--- config.mk ---
export PLATFORM = sky130hd
export DESIGN_NAME = mrrt_ctrl
export DESIGN_NICKNAME = d
export VERILOG_FILES = /design/src/hdl/mrrt_pkg.sv /design/src/hdl/mrrt_ctrl.sv
export SDC_FILE = /design/constraint.sdc
export NUM_CORES = 1
export LEC_CHECK = 0
export ABC_AREA = 1
export BUFFER_PORTS_ARGS = -buffer_cell sky130_fd_sc_hd__buf_2
export CORE_AREA = 2 2 39 41
export DETAILED_ROUTE_END_ITERATION = 7
export DIE_AREA = 0 0 41 43
export GPL_ROUTABILITY_DRIVEN = 0
export GPL_TIMING_DRIVEN = 0
export PLACE_DENSITY_LB_ADDON = 0.1
export SYNTH_ARGS = -nofsm -noshare
export SYNTH_HDL_FRONTEND = slang
export SYNTH_SLANG_ARGS = --single-unit
--- constraint.sdc ---
create_clock -name clk -period 1.2 [get_ports clk]
set_clock_uncertainty 0.1 [all_clocks]
set_input_delay 0.06 -clock clk [delete_from_list [all_inputs] [get_ports clk]]
set_output_delay 0.06 -clock clk [all_outputs]
set_load 0.005 [all_outputs]
--- src/hdl/mrrt_pkg.sv ---
// Shared types, codes and controller/datapath interface structs for the request table.
package mrrt_pkg;

  // Action codes of an incoming request
  localparam logic ACT_ADD  = 1'b0;
  localparam logic ACT_FIND = 1'b1;

  // Result status codes
  localparam logic [1:0] STS_ADDED    = 2'd0;
  localparam logic [1:0] STS_EVICTED  = 2'd1;
  localparam logic [1:0] STS_FOUND    = 2'd2;
  localparam logic [1:0] STS_NOTFOUND = 2'd3;

  // Incoming request payload
  typedef struct packed {
    logic        action;
    logic [30:0] request_id;
    logic [30:0] account;
    logic [2:0]  command;
    logic [63:0] symbol_code;
    logic [23:0] lot_count;
    logic [63:0] price_bits;
    logic [31:0] timestamp;
  } req_t;

  // Result payload
  typedef struct packed {
    logic [1:0]  status;
    logic [30:0] found_id;
    logic [30:0] found_account;
    logic [2:0]  found_command;
    logic [63:0] found_symbol;
    logic [23:0] found_lots;
    logic [63:0] found_price;
    logic [31:0] found_time;
  } res_t;

  // One stored table entry
  typedef struct packed {
    logic [30:0] id;
    logic [30:0] account;
    logic [2:0]  command;
    logic [63:0] symbol;
    logic [23:0] lots;
    logic [63:0] price;
    logic [31:0] stamp;
  } entry_t;

  // Controller states
  typedef enum logic [2:0] {
    ST_IDLE,
    ST_ADD,
    ST_SCAN,
    ST_SHIFT,
    ST_DONE
  } state_t;

  // Commands from controller to datapath
  typedef struct packed {
    logic accept;
    logic add;
    logic scan;
    logic shift;
    logic deliver;
  } cmd_t;

  // Status from datapath to controller
  typedef struct packed {
    logic req_add;
    logic scan_hit;
    logic scan_miss;
    logic shift_done;
    logic out_free;
  } sts_t;

endpackage

--- src/hdl/mrrt_ctrl.sv ---
// Controller state machine: sequences add, scan, compaction and result delivery.
module mrrt_ctrl (
  input  logic          clk,
  input  logic          rst,
  input  logic          req_valid,
  output logic          req_ready,
  input  mrrt_pkg::sts_t sts,
  output mrrt_pkg::cmd_t cmd
);
  import mrrt_pkg::*;

  state_t state;
  state_t state_next;

  // State register
  always_ff @(posedge clk) begin
    if (rst) begin
      state <= ST_IDLE;
    end else begin
      state <= state_next;
    end
  end

  // Next state
  always_comb begin
    state_next = state;
    unique case (state)
      ST_IDLE: begin
        if (req_valid) begin
          state_next = sts.req_add ? ST_ADD : ST_SCAN;
        end
      end
      ST_ADD: begin
        state_next = ST_DONE;
      end
      ST_SCAN: begin
        if (sts.scan_hit) begin
          state_next = ST_SHIFT;
        end else if (sts.scan_miss) begin
          state_next = ST_DONE;
        end
      end
      ST_SHIFT: begin
        if (sts.shift_done) begin
          state_next = ST_DONE;
        end
      end
      ST_DONE: begin
        if (sts.out_free) begin
          state_next = ST_IDLE;
        end
      end
      default: state_next = ST_IDLE;
    endcase
  end

  // Outputs
  always_comb begin
    cmd       = '0;
    req_ready = 1'b0;
    unique case (state)
      ST_IDLE: begin
        req_ready  = 1'b1;
        cmd.accept = req_valid;
      end
      ST_ADD:   cmd.add     = 1'b1;
      ST_SCAN:  cmd.scan    = 1'b1;
      ST_SHIFT: cmd.shift   = 1'b1;
      ST_DONE:  cmd.deliver = sts.out_free;
      default: begin
        cmd       = '0;
        req_ready = 1'b0;
      end
    endcase
  end

endmodule

==> parameters.txt <==
Parameter                              Value

Clock network
  H-tree levels ... 1
  Largest buffer count on any clock path ... 2
  Inserted Clock Buffers ... 3
  Register clock-pin slew on the reported worst setup and hold paths ... 0.04 ns
  Num Clock Sinks ... 3
  TritonCTS clock tree ... done
  Clock latency reported for the late side of the worst-skew pair ... 0.23 ns
  Clock tree root driver cell ... clkbuf_4

Power and ir drop
  Static leakage power ... between 0.2 and 0.25 nW
  Worst IR drop on VDD ... 333 µV
  Cell Pwr Density ... 1710 nW/µm²

Finish
  Fraction of layout instances using a drive strength above 1 ... 43.1%
  Register name with the most flops ... state
  Largest registers in the final layout ... state x3
  Flip-flop count of the largest register, all copies and words added ... 3
  Final design instance area without fill ... 368 µm²
  Relative area change from synthesis to final layout ... 65.2%
  Fill cell total of the finished layout ... 159
  NumNets Final ... 67
  Antenna Cells ... 0

Global routing
  Global routing usage summed across all routing layers ... between 8 and 9%
  Wire length of the first global-routing pass ... 979 µm
  Maximum number of pins on one net before global-route repair ... 7
  Initial antenna violation count ... 0
  Number of global-route vias before repair ... 260
  Total gr overflow ... 0

Die
  Core area ... between 1000 and 1500 µm²
  Die extent in y ... roughly 43 µm
  Ports placed on the boundary ... 14
  Initial Util ... ~16%
  Core Rows ... 14
  Area enclosed by the die boundary ... 1760 µm²
  Chip width ... 41 µm

Place
  Half-perimeter wire length after placement ... between 400 and 500 µm
  Placement-stage cell area ... 308 µm²
  Post-placement worst setup slack ... around 0.015 ns
  Port bufs ... 13

Timing
  Final Slew Violations ... 0
  Share of the clock period used by the worst path after layout ... 96.5%
  Max-slew headroom at the worst pin ... between 80% and 90%
  Fmax ... 863 MHz
  Final setup violating endpoints ... 0
  Transition time at the pin with the least slew margin ... about 0.20 ns
  Final worst slack ... between 0.04 and 0.05 ns
  Setup repair after global routing missed its margin ... true
  Final hold violation count ... 0
  Shortest clock period the worst path allows after layout ... 1.16 ns

Synth
  Synthesis warning total ... 0
  Post-synthesis average cell area ... 5.57 µm²
  Number of nets in the synthesized netlist ... 48
  Post-synthesis instance total ... 40
  Sequential-to-total area share from yosys stat ... a little over a quarter
  Netlist area before placement ... around 220 µm²
  Flip-flop and latch count after synthesis ... 3
  Number of distinct library cell variants in the gate-level netlist after synthesis ... 13

Setup path
  Max Fanout on Critical Path ... 6
  Worst reg2reg endpoint ... state[1]
  R2R cell count ... 7
  Crit start category ... flip-flop
  Worst path buffer plus inverter count ... 2
  Critical path's top delay family ... flip-flops
  CP arrival ... 1.00 ns
  Critical Setup Path Class ... flip-flop to output port
  Cell at the slowest stage of the critical path ... dfxtp_4
  Crit path from ... state[2]
  Type of element capturing the critical path ... output port
  Required time at the endpoint of the critical path ... around 1.0 ns
  Beginning of the worst register-to-register path ... state[2]
  Cell-by-cell listing of the critical path ... inv_2 > nor4_1 > buf_2
  Peak per-stage delay on the critical path ... between 0.3 and 0.4 ns
  Minimum setup slack among reg-to-reg paths ... ~0.1 ns

Min path
  Worst hold stages ... 4
  Hold worst-path end ... state[0]
  Path class of the lowest-slack min-delay path ... input port to flip-flop
  Start point of the worst min-delay path ... sts[1]

Detailed routing
  Antenna-violating nets left ... 0
  Via-per-instance ratio ... ~3.9
  Average wire per standard cell ... approximately 8 µm
  Overall routed net length ... 582 µm
  Residual DRC count ... 0
  Vias post-DR ... 289
  Number of violations reported at the end of detailed-routing iteration 0 ... 3
  Initial DRT Pass Iterations ... 2

Status
  Outcome ... finished, final reports clean

Run
  Max-cap violations ... 0
-- cells by family after synthesis --
kind of cell | share of synthesized area, %
simple gates | 47.8
compound gates | 11.8
buf+inv | 13.5
flops | 27.0
-- worst max path at each step --
stage | endpoint | depth (start not counted)
global placement | state[0] | 6
detailed placement | state[0] | 6
global route | cmd[4] | 4
CTS | state[0] | 6
floorplan | state[2] | 7
finish | cmd[0] | 3
-- cell usage after synthesis, drive strengths merged --
| library cell | instances | area [µm²] |
|---|---|---|
| nand2 | 11 | 41.3 |
| inv | 8 | 30.0 |
| nor2 | 7 | 31.3 |
| a21oi | 3 | 15.0 |
| dfxtp | 3 | 60.1 |
| nand3 | 3 | 15.0 |
| nand3b | 1 | 7.51 |
| nor3 | 1 | 5.00 |
| nor4 | 1 | 6.26 |
| o21ai | 1 | 5.00 |
| o22ai | 1 | 6.26 |
-- cell usage in the layout, fill, tap and decap left out --
cell type      count
buf_2             13
nand2_1           10
inv_1              7
nor2_1             4
a21oi_1            3
clkbuf_4           3
nor2_2             2
nand3_1            2
dfxtp_4            2
inv_2              1
nor2_4             1
nor3_1             1
nor4_1             1
nand2_2            1
o21ai_0            1
nand3_2            1
nand3b_1           1
o22ai_1            1
clkbuf_1           1
dlygate4sd3_1      1
dfxtp_2            1
-- per-stage QoR --
step | std cells | utilization (%) | setup TNS (ns) | total power, W | hold slack, ns
floorplan | 40 | - | 0 | 0.000329 | 0.0291
global placement | 69 | 22.2 | -0.0285 | 0.000431 | 0.157
detailed placement | 69 | 22.2 | 0 | 0.000424 | 0.156
CTS | 74 | 25.2 | 0 | 0.000617 | 0.0270
global route | 74 | 26.6 | -0.185 | 0.000702 | 0.0459
finish | 74 | 26.6 | 0 | 0.000629 | 0.0227
-- worst reg2reg max path, stage by stage, from the launching register on --
cell and delay [ns]:
dfxtp_4 0.36, inv_2 0.07, nand2_1 0.07, nor2_2 0.11, nand2_2 0.06, o21ai_0 0.07
inv_1 0.06, a21oi_1 0.13
-- final cells by class --
class | instances | area [µm²] | area share, %
timing repair buffer | 14 | 75.1 | 20.4
inverter | 8 | 30.0 | 8.16
sequential | 3 | 68.8 | 18.7
multi-input combinational | 29 | 148 | 40.1
clock buffer | 4 | 26.3 | 7.14
tap | 16 | 20.0 | 5.44
-- timing repair --
item                                    CTS  global route
buffers inserted                          0             0
endpoints found under the setup margin    4             8
hold endpoints to repair                  2             0
gates cloned                              0             0
pin swaps                                 0             1
gates resized for setup                   3             6
hold buffers                              1             0
-- report_power, final --
group	switching [W]	internal [W]	total [W]
clock	0.0000496	0.000124	0.000174
sequential	0.0000464	0.000134	0.000180
combinational	0.000153	0.000121	0.000274
-- metal layers --
layer  up-vias  part of all wire, %  global-route usage [%]
li1        160                    -                       -
met1       119                   50                    11.2
met2        10                   43                    11.6
met3         0                  7.6                    1.57
met4         0                    0                    4.00
met5         -                    0                       0
Power figures use the tool's default switching activity.
